### src/rtl/bblur_fifo.sv
module bblur_fifo #(
    parameter int WIDTH = 8,
    parameter int DEPTH = 4
) (
    input  logic             clk,
    input  logic             rst_n,
    input  logic             push,
    input  logic [WIDTH-1:0] wdata,
    input  logic             pop,
    output logic [WIDTH-1:0] rdata,
    output logic             full,
    output logic             not_empty
);

    localparam int PTR_W = (DEPTH > 1) ? $clog2(DEPTH) : 1;
    localparam int CNT_W = $clog2(DEPTH + 1);

    logic [WIDTH-1:0] slot_reg [DEPTH];
    logic [PTR_W-1:0] wr_ptr_reg, wr_ptr_next;
    logic [PTR_W-1:0] rd_ptr_reg, rd_ptr_next;
    logic [CNT_W-1:0] count_reg, count_next;
    logic             do_push, do_pop;

    assign full      = (count_reg == CNT_W'(DEPTH));
    assign not_empty = (count_reg != '0);
    assign do_push   = push && !full;
    assign do_pop    = pop && not_empty;
    assign rdata     = slot_reg[rd_ptr_reg];

    always_comb
    begin
        wr_ptr_next = wr_ptr_reg;
        rd_ptr_next = rd_ptr_reg;
        count_next  = count_reg;
        if (do_push)
        begin
            wr_ptr_next = (wr_ptr_reg == PTR_W'(DEPTH - 1)) ? '0 : wr_ptr_reg + PTR_W'(1);
        end
        if (do_pop)
        begin
            rd_ptr_next = (rd_ptr_reg == PTR_W'(DEPTH - 1)) ? '0 : rd_ptr_reg + PTR_W'(1);
        end
        if (do_push && !do_pop)
        begin
            count_next = count_reg + CNT_W'(1);
        end
        else if (do_pop && !do_push)
        begin
            count_next = count_reg - CNT_W'(1);
        end
    end

    always_ff @(posedge clk or negedge rst_n)
    begin
        if (!rst_n)
        begin
            wr_ptr_reg <= '0;
            rd_ptr_reg <= '0;
            count_reg  <= '0;
        end
        else
        begin
            wr_ptr_reg <= wr_ptr_next;
            rd_ptr_reg <= rd_ptr_next;
            count_reg  <= count_next;
        end
    end

    always_ff @(posedge clk)
    begin
        if (do_push)
        begin
            slot_reg[wr_ptr_reg] <= wdata;
        end
    end

endmodule

### config.mk
export PLATFORM = sky130hd
export DESIGN_NAME = bblur_fifo
export DESIGN_NICKNAME = d
export VERILOG_FILES = /design/src/rtl/bblur_fifo.sv
export SDC_FILE = /design/constraint.sdc
export NUM_CORES = 1
export LEC_CHECK = 0
export ABC_AREA = 1
export BUFFER_PORTS_ARGS = -buffer_cell sky130_fd_sc_hd__buf_4
export CAP_MARGIN = 15
export CORE_MARGIN = 2
export CORE_UTILIZATION = 35
export CTS_BUF_LIST = sky130_fd_sc_hd__clkbuf_4 sky130_fd_sc_hd__clkbuf_8
export DETAILED_ROUTE_END_ITERATION = 8
export GPL_TIMING_DRIVEN = 0
export HOLD_SLACK_MARGIN = 0.05
export PLACE_DENSITY = 0.5
export SYNTH_ARGS = -nofsm -noshare
export SYNTH_HDL_FRONTEND = slang
export SYNTH_SLANG_ARGS = --single-unit
### constraint.sdc
create_clock -name clk -period 2.14 [get_ports clk]
set_input_delay 0.107 -clock clk [delete_from_list [all_inputs] [get_ports clk]]
set_output_delay 0.107 -clock clk [all_outputs]
set_load 0.02 [all_outputs]
Word-level counts from Yosys, hierarchy flattened
Memories as Yosys holds them, arrays and structs flattened.
Cells that the tools add are included.
{"block": "word_totals", "n_memories": 1, "ram_bits": 32, "in_bits": 12, "ff_bits": 7, "out_inout_bits": 10}
{"block": "classes", "n_addsub": 4, "n_eq_ne": 3, "mux": 6, "n_reduce_logical": 9}
{"name": "slot_reg", "depth": 4, "width": 8, "rd": 1, "rd_ports_with_merged_regs": 0, "write_ports": 1, "line_no": "18", "source": "logic [WIDTH-1:0] slot_reg [DEPTH];"}
{"op": "$mux 3", "count": 2}
{"op": "$add 2x1->2 const B", "count": 2}
{"op": "$eq 2x2->1 const B", "count": 2}
{"op": "$logic_and 1x1->1", "count": 4}
{"op": "$mux 2", "count": 2}
{"op": "$add 3x1->3 const B", "count": 1}
{"op": "$eq 3x3->1 const B", "count": 1}
{"op": "$logic_not 1->1", "count": 3}
{"op": "$reduce_bool 3->1", "count": 1}
{"op": "$sub 3x1->3 const B", "count": 1}
{"op": "$mux 1", "count": 2}
{"op": "$reduce_bool 2->1", "count": 1}

Longest topological paths before layout
{"block": "depth", "word_depth": 7, "mapped_depth": 12}

Worst setup path after synthesis
No wires, ideal clock.
{"block": "synth_timing", "kind": "reg-to-reg", "from": "register count_reg[0]", "to": "register count_reg[2]", "path_slack_ns": 0.435, "arrival_time_ns": 1.588, "path_stages_with_launch": 11, "path_cell_list": "dfrtp_1 inv_2 nand3_2 nand2_1 ha_1 inv_1 fa_1 nand2_1 nand3_1 nand2_1 nand2_1"}
{"block": "synth_via", "elab_cells_between_ends": 14, "classes_between": "add/sub: 2; eq/ne: 1; mux: 2; reduce/logical: 9"}
{"item": "start, declared", "line_no": "21", "source": "logic [CNT_W-1:0] count_reg, count_next;"}
{"item": "start signal, assigned", "line_no": "65", "source": "count_reg <= count_next;"}
{"item": "$reduce_bool 3->1 *", "line_no": "25", "source": "assign not_empty = (count_reg != '0);"}
{"item": "net not_empty", "line_no": "12", "source": "output logic not_empty"}
{"item": "$logic_and 1x1->1 *", "line_no": "27", "source": "assign do_pop = pop && not_empty;"}
{"item": "$logic_not 1->1", "line_no": "43", "source": "if (do_push && !do_pop)"}
{"item": "$logic_and 1x1->1", "line_no": "43"}
{"item": "$mux 3 / $reduce_bool 2->1 (equally long branches)"}
Mark *: on every way through the listed nets, which the timed path passes. The rest lies on a longest branch. The select of a mux whose other input is x is not followed.
A chain may end at the register's enable or synchronous reset.

Worst setup path in the final report
{"block": "layout_timing", "from": "register count_reg[0]", "to": "register count_reg[1]"}
{"block": "layout_via", "elab_cells_between_ends": 14, "classes_between": "add/sub: 2; eq/ne: 1; mux: 2; reduce/logical: 9"}
{"item": "$eq 3x3->1", "line_no": "24", "source": "assign full = (count_reg == CNT_W'(DEPTH));"}
{"item": "$logic_not 1->1", "line_no": "26", "source": "assign do_push = push && !full;"}
{"item": "$logic_and 1x1->1", "line_no": "26"}
{"item": "net do_push", "line_no": "22", "source": "logic do_push, do_pop;"}
{"item": "$logic_and 1x1->1", "line_no": "43"}
{"item": "$mux 3", "line_no": "43"}
{"item": "net count_next[1]", "line_no": "21"}
The timed path passes the listed nets, and every way through them passes these cells. The select of a mux whose other input is x is not followed.

==> flow_metrics.env <==
export IMPL_status="finished, final reports clean"
export IMPL_path_max_fanout=7
export IMPL_clockBufferDepth=2
export IMPL_final_nets=209
export IMPL_rrSetupSlack_ps=300
export IMPL_ys_seq_elements=39
export IMPL_slew_viol_final=0
export IMPL_ios=22
export IMPL_vias=1138
export IMPL_synth_cell_area_um2=1750
export IMPL_grt_overflow=0
export IMPL_fp_row_count=25
export IMPL_htree_levels=2
export IMPL_drtPass1Iterations=4
export IMPL_ant_nets=0
export IMPL_port_buffers=21
export IMPL_wl_um=3320
export IMPL_cts_num_sinks=39
export IMPL_cap_viol_max_count=0
export IMPL_power_density_nw_per_um2=1420
export IMPL_cts_tree="done"
export IMPL_synth_cells=153
export IMPL_syn2layout_area_growth_pct=26.7
export IMPL_via_per_inst=4.41
export IMPL_nFillCells=461
export IMPL_crit_type="reg -> reg"
export IMPL_cts_buffers=5
export IMPL_clockRootBuffer="clkbuf_8"
export IMPL_startpoint_type="flop"
export IMPL_dp_hpwl_um=2360
export IMPL_critPathArrivalTime_ps=2000
export IMPL_largest_reg_flops=32
export IMPL_seq_area_frac_synth_pct=64.8
export IMPL_max_slew_margin_rel_pct=46.6
export IMPL_max_vdd_ir_drop_v=0.000657
export IMPL_fin_setup_tns_ps=0
export IMPL_fin_skew_ps=7.63
export IMPL_endpoint_kind="flop"
export IMPL_grt_usage_pct=13.3
export IMPL_die_area_um2=5590
export IMPL_die_x_um=74.8
export IMPL_drc_errors=0
export IMPL_min_path_type="in -> reg"
export IMPL_avgSynthCellArea_um2=11.5
export IMPL_worst_pin_slew_ps=798
export IMPL_post_cts_buffers=0
export IMPL_final_common_cell="nand2_1"
export IMPL_drt_iter0_markers=37
export IMPL_drive_above_1_share_pct=22.0
export IMPL_p_leak_nw=0.969
export IMPL_path_clk_slew_ps=70
export IMPL_cp_required_ps=2300
export IMPL_hold_viol=0
export IMPL_fin_crit_sh_pct=85.9
export IMPL_design_area_um2=2220
export IMPL_die_h_um=74.8
export IMPL_finalSetupViolations=0
export IMPL_ys_warn_count=0
export IMPL_syn_num_nets=172
export IMPL_layout_common_cells="38 x nand2_1, 32 x edfxtp_1, 26 x inv_1"
export IMPL_gp_congestion=0.680
export IMPL_grt_max_degree=13
export IMPL_core_um2=4790
export IMPL_hold_depth=3
export IMPL_routedWlPerCell_um=12.9
export IMPL_fmax_mhz=544
export IMPL_initial_core_util_pct=36.7
export IMPL_grt_pass1_wl_um=5240
export IMPL_worst_skew_pair_late_latency_ps=290
export IMPL_min_period_ps=1840
export IMPL_synth_cell_types=17
export IMPL_antenna_found_initial=0
export IMPL_rsz0062_at_grt="false"
export IMPL_grt_pass1_vias=1124
export IMPL_ctsResizeCount=0
export IMPL_r2r_cells=9
export IMPL_insertedDiodeCount=0
export IMPL_placed_area_um2=2000
==> repair_timing <==
item | CTS | global route
hold buffers | 9 | 0
endpoints found under the setup margin | 0 | 0
hold endpoints to repair | 39 | 0
==> power by group <==
part	internal [mW]	switching (mW)	leakage, nW
clock	0.479	0.250	0.0688
combinational	0.517	0.786	0.522
sequential	1.02	0.0934	0.378
==> Yosys cell counts <==
library cell | count | area [µm²]
buf_6 | 4 | 45.0
nor2_1 | 6 | 22.5
dfrtp_1 | 7 | 175
inv_2 | 5 | 18.8
inv_1 | 26 | 97.6
xnor2_1 | 1 | 8.76
edfxtp_1 | 32 | 961
o211ai_1 | 16 | 120
ha_1 | 6 | 75.1
o21ai_0 | 1 | 5.00
nand4_1 | 1 | 6.26
nand3_2 | 2 | 20.0
nand2_2 | 1 | 6.26
nand3_1 | 5 | 25.0
nand2_1 | 38 | 143
buf_2 | 1 | 5.00
fa_1 | 1 | 20.0
==> metal layers <==
| layer | vias to the layer above | track usage [%] | routed length (µm) |
|---|---|---|---|
| met5 | - | 0 | 0 |
| met4 | 0 | 5.75 | 55 |
| met3 | 7 | 4.95 | 126 |
| met2 | 19 | 22.1 | 1660 |
| met1 | 534 | 15.6 | 1480 |
| li1 | 578 | - | - |
==> through the flow <==
step                      power (mW)  std cells  worst slack [ps]  utilization (%)  hold slack (ps)
final                           3.15        258               302             46.4             76.9
after global routing            3.36        258               204             46.4             78.1
after global placement          2.39        241               368             41.7            -76.5
after detailed placement        2.45        241               325             41.7            -75.4
after CTS                       3.20        258               312             46.4             69.7
after floorplan                 1.98        153               435                -             -189
==> path summary, 6_finish.rpt <==
| check | from | to |
|---|---|---|
| worst max-delay path | count_reg[0] | count_reg[1] |
| worst min-delay path | push | wr_ptr_reg[1] |
| worst max register to register | count_reg[0] | count_reg[1] |
| worst min register to register | wr_ptr_reg[1] | wr_ptr_reg[1] |
| max in group asynchronous | rst_n | rd_ptr_reg[0] |
| min in group asynchronous | rst_n | count_reg[0] |
==> logic make-up after synthesis <==
group / share of synthesized area [%]
simple gates: 12.7
flops: 64.8
buf+inv: 9.49
compound gates: 7.13
fa+ha+maj: 5.42
xor+xnor: 0.499
==> worst max-delay path, stage by stage (launching register included) <==
cell     delay [ps]
dfrtp_1         430
inv_2            90
nand3_2         110
nand2_2         160
inv_2            40
ha_1            200
inv_1            90
fa_1            430
nand2_1          80
o21ai_0          90
==> cell type report <==
type                    instances  area (µm²)  share of cell area (%)
multi-input cells              78         452                    20.3
flip-flops and latches         39        1140                    51.1
inverters                      31         116                    5.24
clock buffers                   6        76.3                    3.43
well taps                      67        83.8                    3.77
clock inverters                 2        60.1                    2.70
plain buffers                   5        50.0                    2.25
repair buffers                 30         248                    11.1
(Power assumes the default switching activity.)
