===== src/rtl/bblur_pkg.sv =====
package bblur_pkg;

    localparam int CHAN_W       = 8;
    localparam int NUM_CHAN     = 3;
    localparam int PIX_W        = CHAN_W * NUM_CHAN;
    localparam int WIDTH_REG_W  = 11;
    localparam int HEIGHT_REG_W = 13;
    localparam int CFG_ADDR_W   = 1;
    localparam int CFG_DATA_W   = 13;
    localparam int QUEUE_DEPTH  = 4;

    localparam logic [CFG_ADDR_W-1:0] REG_FRAME_WIDTH  = 1'b0;
    localparam logic [CFG_ADDR_W-1:0] REG_FRAME_HEIGHT = 1'b1;

    localparam logic [WIDTH_REG_W-1:0]  FRAME_WIDTH_RST  = 11'd1024;
    localparam logic [HEIGHT_REG_W-1:0] FRAME_HEIGHT_RST = 13'd768;

    typedef enum logic
    {
        OP_PIXEL = 1'b0,
        OP_FLUSH = 1'b1
    } opcode_t;

    // what the back end does with one queued word
    typedef struct packed
    {
        logic is_pixel;
        logic emit;
        logic blur;
        logic eof;
    } blur_cmd_t;

endpackage


===== src/rtl/bblur_front.sv =====
module bblur_front #(
    parameter int MAX_WIDTH  = 1024,
    parameter int MAX_HEIGHT = 4096,
    parameter int AW         = 12
) (
    input  logic                                clk,
    input  logic                                rst_n,
    input  logic                                cfg_we,
    input  logic [bblur_pkg::CFG_ADDR_W-1:0]    cfg_addr,
    input  logic [bblur_pkg::CFG_DATA_W-1:0]    cfg_wdata,
    input  logic                                in_valid,
    output logic                                in_ready,
    input  logic [0:0]                          in_opcode,
    input  logic [bblur_pkg::PIX_W-1:0]         in_pix,
    input  logic                                q_full,
    output logic                                q_push,
    output bblur_pkg::blur_cmd_t                q_cmd,
    output logic [bblur_pkg::PIX_W-1:0]         q_pix,
    output logic [AW-1:0]                       q_wr_addr,
    output logic [AW-1:0]                       q_addr_a,
    output logic [AW-1:0]                       q_addr_b
);

    import bblur_pkg::*;

    localparam int RING_DEPTH = 2 * MAX_WIDTH + 1;
    localparam int WEW        = $clog2(MAX_WIDTH + 1);
    localparam int HEW        = $clog2(MAX_HEIGHT + 1);
    localparam int COLW       = $clog2(MAX_WIDTH);
    localparam int ROWW       = $clog2(MAX_HEIGHT);
    localparam int PW         = $clog2(MAX_WIDTH + 3);

    logic [WIDTH_REG_W-1:0]  fw_reg;
    logic [HEIGHT_REG_W-1:0] fh_reg;
    logic [COLW-1:0]         in_col_reg, in_col_next;
    logic [ROWW-1:0]         in_row_reg, in_row_next;
    logic [COLW-1:0]         out_col_reg, out_col_next;
    logic [ROWW-1:0]         out_row_reg, out_row_next;
    logic [AW-1:0]           wp_reg, wp_next;
    logic [PW-1:0]           pend_reg, pend_next;

    logic [WEW-1:0]          eff_w;
    logic [HEW-1:0]          eff_h;
    logic                    in_col_last, in_row_last;
    logic                    out_col_last, out_row_last;
    logic                    in_fire, is_pixel, flush_emit, pixel_emit;
    logic [PW-1:0]           pend_inc;
    logic [AW:0]             off_w, off_2w, off_p;

    // ring address base - off, wrapping at the ring depth
    function automatic logic [AW-1:0] ring_sub(input logic [AW-1:0] base, input logic [AW:0] off);
        logic [AW:0] d;
        d = {1'b0, base} - off;
        if ({1'b0, base} < off)
        begin
            d = d + (AW+1)'(RING_DEPTH);
        end
        return d[AW-1:0];
    endfunction

    always_comb
    begin
        if (fw_reg == '0)
        begin
            eff_w = WEW'(1);
        end
        else if (32'(fw_reg) > MAX_WIDTH)
        begin
            eff_w = WEW'(MAX_WIDTH);
        end
        else
        begin
            eff_w = WEW'(fw_reg);
        end

        if (fh_reg == '0)
        begin
            eff_h = HEW'(1);
        end
        else if (32'(fh_reg) > MAX_HEIGHT)
        begin
            eff_h = HEW'(MAX_HEIGHT);
        end
        else
        begin
            eff_h = HEW'(fh_reg);
        end
    end

    assign in_col_last  = ((WEW+1)'(in_col_reg) + (WEW+1)'(1)) >= (WEW+1)'(eff_w);
    assign in_row_last  = ((HEW+1)'(in_row_reg) + (HEW+1)'(1)) >= (HEW+1)'(eff_h);
    assign out_col_last = ((WEW+1)'(out_col_reg) + (WEW+1)'(1)) >= (WEW+1)'(eff_w);
    assign out_row_last = ((HEW+1)'(out_row_reg) + (HEW+1)'(1)) >= (HEW+1)'(eff_h);

    assign in_ready   = !q_full;
    assign in_fire    = in_valid && in_ready;
    assign is_pixel   = (opcode_t'(in_opcode) == OP_PIXEL);
    assign pend_inc   = pend_reg + PW'(1);
    assign pixel_emit = (pend_inc >= (PW'(eff_w) + PW'(2)));
    // a flush only drains once the input side sits at the start of a frame
    assign flush_emit = (in_col_reg == '0) && (in_row_reg == '0) && (pend_reg != '0);

    assign off_w  = (AW+1)'(eff_w);
    assign off_2w = off_w << 1;
    assign off_p  = (AW+1)'(pend_reg);

    assign q_push          = in_fire && (is_pixel || flush_emit);
    assign q_cmd.is_pixel  = is_pixel;
    assign q_cmd.emit      = is_pixel ? pixel_emit : flush_emit;
    assign q_cmd.blur      = is_pixel && pixel_emit && (out_row_reg != '0) && (out_col_reg != '0)
                             && !out_row_last && !out_col_last;
    assign q_cmd.eof       = out_row_last && out_col_last;
    assign q_pix           = in_pix;
    assign q_wr_addr       = wp_reg;
    // pixel: row above and two rows above; flush: oldest pending word
    assign q_addr_a        = is_pixel ? ring_sub(wp_reg, off_w) : ring_sub(wp_reg, off_p);
    assign q_addr_b        = ring_sub(wp_reg, off_2w);

    always_comb
    begin
        in_col_next  = in_col_reg;
        in_row_next  = in_row_reg;
        out_col_next = out_col_reg;
        out_row_next = out_row_reg;
        wp_next      = wp_reg;
        pend_next    = pend_reg;

        if (in_fire && is_pixel)
        begin
            wp_next   = (wp_reg == AW'(RING_DEPTH - 1)) ? '0 : wp_reg + AW'(1);
            pend_next = pixel_emit ? pend_reg : pend_inc;
            if (in_col_last)
            begin
                in_col_next = '0;
                in_row_next = in_row_last ? '0 : in_row_reg + ROWW'(1);
            end
            else
            begin
                in_col_next = in_col_reg + COLW'(1);
            end
        end
        else if (in_fire && flush_emit)
        begin
            pend_next = pend_reg - PW'(1);
        end

        if (in_fire && (is_pixel ? pixel_emit : flush_emit))
        begin
            if (out_col_last)
            begin
                out_col_next = '0;
                out_row_next = out_row_last ? '0 : out_row_reg + ROWW'(1);
            end
            else
            begin
                out_col_next = out_col_reg + COLW'(1);
            end
        end
    end

    always_ff @(posedge clk or negedge rst_n)
    begin
        if (!rst_n)
        begin
            fw_reg      <= FRAME_WIDTH_RST;
            fh_reg      <= FRAME_HEIGHT_RST;
            in_col_reg  <= '0;
            in_row_reg  <= '0;
            out_col_reg <= '0;
            out_row_reg <= '0;
            wp_reg      <= '0;
            pend_reg    <= '0;
        end
        else
        begin
            if (cfg_we)
            begin
                unique case (cfg_addr)
                    REG_FRAME_WIDTH:
                    begin
                        fw_reg <= cfg_wdata[WIDTH_REG_W-1:0];
                    end
                    REG_FRAME_HEIGHT:
                    begin
                        fh_reg <= cfg_wdata[HEIGHT_REG_W-1:0];
                    end
                endcase
            end
            in_col_reg  <= in_col_next;
            in_row_reg  <= in_row_next;
            out_col_reg <= out_col_next;
            out_row_reg <= out_row_next;
            wp_reg      <= wp_next;
            pend_reg    <= pend_next;
        end
    end

endmodule


===== config.mk =====
export PLATFORM = sky130hd
export DESIGN_NAME = bblur_front
export DESIGN_NICKNAME = d
export VERILOG_FILES = /design/src/rtl/bblur_pkg.sv /design/src/rtl/bblur_front.sv
export SDC_FILE = /design/constraint.sdc
export NUM_CORES = 1
export LEC_CHECK = 0
export ABC_CLOCK_PERIOD_IN_PS = 6300
export CORE_MARGIN = 3
export CORE_UTILIZATION = 66
export CTS_CLUSTER_DIAMETER = 40
export DETAILED_ROUTE_END_ITERATION = 10
export DONT_BUFFER_PORTS = 1
export GPL_TIMING_DRIVEN = 0
export HOLD_SLACK_MARGIN = 0.15
export MAX_ROUTING_LAYER = met4
export PLACE_DENSITY_LB_ADDON = 0.08
export REMOVE_ABC_BUFFERS = 1
export SLEW_MARGIN = 20
export SYNTH_ARGS = -nofsm -noshare
export SYNTH_HDL_FRONTEND = slang
export SYNTH_SLANG_ARGS = --single-unit
export TNS_END_PERCENT = 30

===== constraint.sdc =====
create_clock -name clk -period 6.3 [get_ports clk]
set_clock_uncertainty 0.1 [all_clocks]
set_input_delay 1.26 -clock clk [delete_from_list [all_inputs] [get_ports clk]]
set_output_delay 1.26 -clock clk [all_outputs]
set_load 0.1 [all_outputs]

==> Word level (Yosys, flattened, before mapping) <==
Cells that the tools add are included.
{ "word_totals": {"ff_bits": 91, "in_bits": 44, "out_inout_bits": 66} }
{ "classes": {"add_sub_neg": 18, "n_lt_le_gt_ge": 10, "n_eq_ne": 2, "mux": 17, "bitwise": 2, "n_reduce_logical": 30} }
{ "ops": {"columns": ["op", "count"], "rows": [
  ["12-bit 2-to-1 mux", 7],
  ["11-bit 2-to-1 mux", 5],
  ["12-bit by 1-bit adder with 12-bit output (second input constant)", 3],
  ["12-bit adder (second input constant)", 3],
  ["11-bit greater-or-equal comparator", 3],
  ["12-bit by 1-bit adder with 13-bit output (second input constant)", 2],
  ["13-bit greater-or-equal comparator", 2],
  ["13-bit 2-to-1 mux", 2],
  ["12-bit by 11-bit less-than comparator with 1-bit output", 2],
  ["12-bit by 11-bit subtractor with 12-bit output", 2],
  ["10-bit by 1-bit adder with 11-bit output (second input constant)", 2],
  ["10-bit by 1-bit adder with 10-bit output (second input constant)", 2],
  ["10-bit 2-to-1 mux", 2],
  ["13-bit greater-than comparator (second input constant)", 1],
  ["1-bit logical AND", 13],
  ["13-bit logical NOT", 1],
  ["12-bit == test (second input constant)", 1],
  ["12-bit logical NOT", 1],
  ["12-bit less-than comparator", 1],
  ["12-bit nonzero test", 1],
  ["12-bit subtractor", 1],
  ["11-bit by 1-bit adder with 11-bit output (second input constant)", 1],
  ["11-bit by 2-bit adder with 11-bit output (second input constant)", 1],
  ["11-bit greater-than comparator (second input constant)", 1],
  ["other kinds (12)", 19]
]} }

==> Depth between registers and ports, before layout <==
{ "logic_depth": {"word_depth": 10, "ltp_mapped": 16, "mapped_depth_nobuf": 15} }

==> Worst setup path after synthesis <==
OpenSTA, ideal clock, no wires.
{ "synth_path": {"path_type": "flip-flop to output port", "from": "reg wp_reg[0], in the netlist q_wr_addr[0]", "to": "out q_addr_a[5]", "t_arrival_ns": 5.228, "path_slack_ns": -0.288, "stages_incl_launch_ff": 13, "n_path_buf": 0, "cell_sequence": "dfrtp_1 inv_1 ha_1 inv_1 fa_1 a211oi_1 o21bai_1 a21oi_1 nand2_1 and4bb_2 nand3_1 xor2_1 o21ai_0"} }
{ "synth_via": {"elab_chain_len": 4, "word_cells_on_any_way": 9, "cone_classes": "add/sub (4); order compare (2); mux (3)"} }
{ "synth_lines": {"columns": ["element", "line", "rtl"], "rows": [
  ["from (decl)", "bblur_front.sv:39", "logic [AW-1:0] wp_reg, wp_next;"],
  ["from (signal assigned)", "bblur_front.sv:193", "wp_reg <= wp_next;"],
  ["12-bit by 11-bit subtractor with 12-bit output", "bblur_front.sv:53", "d = {1'b0, base} - off;"],
  ["12-bit adder", "bblur_front.sv:56", "d = d + (AW+1)'(RING_DEPTH);"],
  ["12-bit 2-to-1 mux", "bblur_front.sv:54", "if ({1'b0, base} < off)"],
  ["12-bit 2-to-1 mux (*)", "bblur_front.sv:116", "assign q_addr_a = is_pixel ? ring_sub(wp_reg, off_w) : ring_sub(wp_reg, off_p);"],
  ["to (decl)", "bblur_front.sv:20", "output logic [AW-1:0] q_addr_a,"]
]} }
Every way passes the cells marked *; elsewhere a longest branch is shown, timed or not.

==> Final worst setup path <==
{ "layout_path": {"from": "reg fw_reg[4]", "to": "out q_addr_a[8]"} }
{ "layout_via": {"elab_chain_len": 7, "word_cells_on_any_way": 9, "cone_classes": "add/sub (2); order compare (2); mux (4); reduce/logical (1)"} }
{ "layout_lines": {"columns": ["element", "line", "rtl"], "rows": [
  ["from (decl)", "bblur_front.sv:33", "logic [WIDTH_REG_W-1:0] fw_reg;"],
  ["from (signal assigned)", "bblur_front.sv:181", "fw_reg <= cfg_wdata[WIDTH_REG_W-1:0];"],
  ["11-bit greater-than comparator", "bblur_front.sv:67", "else if (32'(fw_reg) > MAX_WIDTH)"],
  ["11-bit 2-to-1 mux", "bblur_front.sv:67", null],
  ["11-bit 2-to-1 mux (*)", "bblur_front.sv:63", "if (fw_reg == '0)"],
  ["12-bit by 11-bit subtractor with 12-bit output", "bblur_front.sv:53", null],
  ["12-bit adder", "bblur_front.sv:56", null],
  ["12-bit 2-to-1 mux (*)", "bblur_front.sv:54", null],
  ["12-bit 2-to-1 mux (*)", "bblur_front.sv:116", null]
]} }
Marked as above.

==> reports/qor_table.md <==
| Quantity | This run | Unit |
| --- | --- | --- |
| Critical-path maximum fanout | 7 | - |
| Inserted Diodes | 0 | - |
| Worst Setup End Kind | output pin | - |
| ANT nets after route | 0 | - |
| Sequential-to-total area share from yosys stat | 24.8 | % |
| Slew margin rel. | 20.6 | % |
| Maximum level of the CTS H-tree | 3 | - |
| Setup Total Neg Slack | 0 | ns |
| Critical path launch point type | register | - |
| Transition at the pin with the smallest max-transition slack | 1.19 | ns |
| Area of the die | 0.0154 | mm^2 |
| Synth Area in Adders | 15.5 | % |
| Post-place setup slack | -0.0181 | ns |
| HPWL after detailed placement | 17800 | um |
| Setup slack of the most critical reg-to-reg path | 1.84 | ns |
| RSZ-0062 raised after global routing | no | - |
| LEAKAGE | 0.00438 | uW |
| Net total in the final layout | 1236 | - |
| 1st-pass router iterations | 7 | - |
| Main combinational cell family by area after synthesis | simple AND/OR/NAND/NOR gates | - |
| Cells taking the most area after synthesis | sky130_fd_sc_hd__dfrtp_1, sky130_fd_sc_hd__ha_1, sky130_fd_sc_hd__xnor2_1 | - |
| Placeable core area | 0.0135 | mm^2 |
| Library cell occupying the most area in the post-synthesis netlist | sky130_fd_sc_hd__dfrtp_1 | - |
| Non-Filler Cell Area, Final | 0.00985 | mm^2 |
| Hold WC Path Type | register to register | - |
| Final Max Tran Viols | 0 | - |
| Arrival time of data at the critical path endpoint | 4.66 | ns |
| Aggregate global-route resource usage | 32.0 | % |
| Rows | 42 | - |
| Outcome | complete, no violations | - |
| Count of flip-flops with a built-in enable after synthesis | 0 | - |
| Area growth from synthesis to layout | 6.90 | % |
| Share of async-settable or async-resettable flops after synthesis | 100 | % |
| Antenna violations before repair | 0 | - |
| Chip height | 124 | um |
| Max Clk Rate | 166 | MHz |
| Gpl congestion | 0.917 | - |
| Final period util | 95.6 | % |
| Clock buffer count from CTS | 9 | - |
| Number of sinks driven by the clock tree | 91 | - |
| Portion of synthesized cell area occupied by the leading cell type | 23.9 | % |
| Fraction of layout cells with a size suffix above 1 | 10.1 | % |
| Number of synthesis warnings | 0 | - |
| Vias in the first global route | 7458 | - |
| Sink of the worst hold path | fh_reg[0] | - |
| Hold path startpoint | fh_reg[0] | - |
| RR Startpoint | fw_reg[10] | - |
| Start-to-end type of the worst setup path | register to output pin | - |
| P per Cell Area | 447 | mW/mm^2 |
| Setup Viol. Count Final | 0 | - |
| CTS tree | done | - |
| Maximum vdd drop | 0.415 | mV |
| Multiplexer fraction of the synthesized cell area | 3.38 | % |
| Post-synthesis sequential element count | 91 | - |
| Violation count after the first detailed-routing iteration | 737 | - |
| Number of failing hold endpoints at the final stage | 0 | - |
| Flip-flop count of the largest register, all copies and words added | 13 | - |
| Area fraction in compound gates after synthesis | 16.7 | % |
| Number of buffers inserted by port buffering | 0 | - |
| Final Critical Period | 6.02 | ns |
| First-pass GRT wire length | 37600 | um |
| Number of different library cells in the post-synthesis netlist | 70 | - |
| Hold Worst Slack | 0.419 | ns |
| Clock buffer depth | 2 | - |
| Root buffer cell | sky130_fd_sc_hd__clkbuf_16 | - |
| Post-Syn Instances | 1113 | - |
| Via Count | 7993 | - |
| Capture point of the worst reg-to-reg path | out_col_reg[5] | - |
| Die W | 124 | um |
| Number of violations of the max-capacitance limit | 0 | - |
| Io pins | 110 | - |
| Remaining Overflow, GRT | 0 | - |
| Starting density of the core | 68.5 | % |
| Average instance area after synthesis | 8.28 | um^2 |
| Placed Area | 0.00941 | mm^2 |
| Average wire per cell in the routed design | 18.7 | um |
| Final routed wirelength across all metal layers | 23600 | um |
| Maximum number of pins on one net before global-route repair | 92 | - |
| Clock insertion delay at the later pin of the skew report | 0.35 | ns |
| Cell Area, Synth | 0.00921 | mm^2 |
| Flip-flop cell with the highest count after synthesis | sky130_fd_sc_hd__dfrtp_1 | - |
| Clock transition at the registers of the reported paths | 0.07 | ns |
| Setup ws final | 0.278 | ns |
| Required time of the worst setup path | 4.94 | ns |
| Final routed DRC violation total | 0 | - |
| Hold buffer count at cts | 0 | - |
| Vias/cell | 6.34 | - |
| Xor/xnor cell area share of the yosys netlist | 11.4 | % |
| Worst Reg-to-Reg Cells | 15 | - |
| Area share of and/or/nand/nor cells after synthesis | 22.9 | % |
| Hold path cells | 1 | - |
-- cell type report --
class / instances / area (um^2)
multi-input cells: 918 / 6750
fillers: 1055 / 3610
flip-flops and latches: 91 / 2290
clock buffers: 11 / 243
well taps: 176 / 220
inverters: 50 / 191
repair buffers: 10 / 120
clock inverters: 5 / 36.3
-- layer usage --
| metal | routed length (um) | vias up | global-route usage (%) |
|---|---|---|---|
| met2 | 11100 | 264 | 50.4 |
| met4 | 293 | 0 | 7.05 |
| li1 | - | 3915 | - |
| met5 | 0 | - | - |
| met3 | 1570 | 26 | 7.13 |
| met1 | 10600 | 3788 | 42.7 |
-- where the power goes --
group          internal (uW)  switching [uW]  leakage (uW)
logic                    923            2030       0.00309
registers                677             257       0.00114
clock network            280             239      0.000140
-- per-stage QoR --
stage / std cells / power [uW] / utilization (%)
floorplan: 1059 / 3170 / -
global placement: 1235 / 3510 / 67.8
detailed placement: 1242 / 3790 / 70.0
CTS: 1258 / 4360 / 72.6
global route: 1261 / 4690 / 73.2
finish: 1261 / 4410 / 73.2
-- kinds of logic after synthesis --
kind of cell    after synthesis
buf+inv                     104
xor+xnor                    120
fa+ha+maj                   112
mux                          28
flops                        91
compound gates              239
simple gates                419
-- cells in the mapped netlist, drive strengths merged (3+ instances only) --
master / number
dfstp: 3
nand2: 117
o21a: 18
and2: 4
nor3: 27
or2: 3
ha: 109
a211oi: 7
buf: 32
nand3: 62
a22o: 6
o211ai: 3
a31o: 3
fa: 3
o31a: 3
o2111ai: 4
nor2: 69
a21o: 15
mux2i: 3
nand3b: 3
and3: 33
or3: 12
nor4: 17
nand2b: 22
o31ai: 10
xor2: 44
o21ai: 82
xnor2: 76
o22ai: 3
inv: 48
nor4b: 6
a21oi: 48
a31oi: 9
clkbuf: 22
a211o: 3
o21bai: 6
nor3b: 4
o41ai: 4
nor2b: 15
nand4: 16
mux2: 25
dfrtp: 88
-- critical path: stages (launching register included) --
cell and delay (ns):
sky130_fd_sc_hd__dfrtp_1 0.47, sky130_fd_sc_hd__nor4_1 0.29, sky130_fd_sc_hd__nand3_1 0.18, sky130_fd_sc_hd__a21oi_4 0.35
sky130_fd_sc_hd__ha_1 0.23, sky130_fd_sc_hd__inv_1 0.05, sky130_fd_sc_hd__fa_1 0.42, sky130_fd_sc_hd__a211oi_1 0.30
sky130_fd_sc_hd__nor4_1 0.18, sky130_fd_sc_hd__o31ai_4 0.35, sky130_fd_sc_hd__and3_1 0.26, sky130_fd_sc_hd__nand2b_1 0.11
sky130_fd_sc_hd__o311ai_1 0.29, sky130_fd_sc_hd__xnor2_1 0.15, sky130_fd_sc_hd__mux2i_4 0.66
-- layout by cell type (no fill, tap or decap), types with 7 or more instances in the layout --
cell type                   count
sky130_fd_sc_hd__nand4_1       16
sky130_fd_sc_hd__dfrtp_2        8
sky130_fd_sc_hd__clkbuf_16      9
sky130_fd_sc_hd__nand3_1       62
sky130_fd_sc_hd__xnor2_1       70
sky130_fd_sc_hd__a211oi_1       7
sky130_fd_sc_hd__and3_1        33
sky130_fd_sc_hd__xor2_1        39
sky130_fd_sc_hd__nor2b_1       15
sky130_fd_sc_hd__nor4_1        17
sky130_fd_sc_hd__a21oi_1       42
sky130_fd_sc_hd__nor3_1        26
sky130_fd_sc_hd__dfrtp_1       80
sky130_fd_sc_hd__nand2_1      114
sky130_fd_sc_hd__or3_1         12
sky130_fd_sc_hd__mux2_2        24
sky130_fd_sc_hd__o21ai_0       78
sky130_fd_sc_hd__inv_1         48
sky130_fd_sc_hd__ha_1         109
sky130_fd_sc_hd__a31oi_1        8
sky130_fd_sc_hd__a21o_1        15
sky130_fd_sc_hd__nor2_1        65
sky130_fd_sc_hd__nand2b_1      22
sky130_fd_sc_hd__o21a_1        18
-- timing repair --
item | CTS | global route
gates resized for setup | 9 | 12
setup endpoints to repair | 13 | 16
buffers inserted | 0 | 3
pin swaps | 0 | 1
-- worst max-delay path by stage --
stage / startpoint / end / slack [ns] / depth (start not counted)
floorplan: q_wr_addr[0] / q_addr_a[5] / -0.31 / 12
global placement: fw_reg[4] / q_addr_a[7] / -0.96 / 13
detailed placement: fw_reg[4] / q_addr_a[10] / -0.02 / 14
CTS: fw_reg[10] / q_addr_b[5] / -0.01 / 11
global route: fw_reg[4] / q_addr_a[8] / 0.002 / 14
finish: fw_reg[4] / q_addr_a[8] / 0.28 / 14
Note: power is estimated with default switching activity, not from simulation.
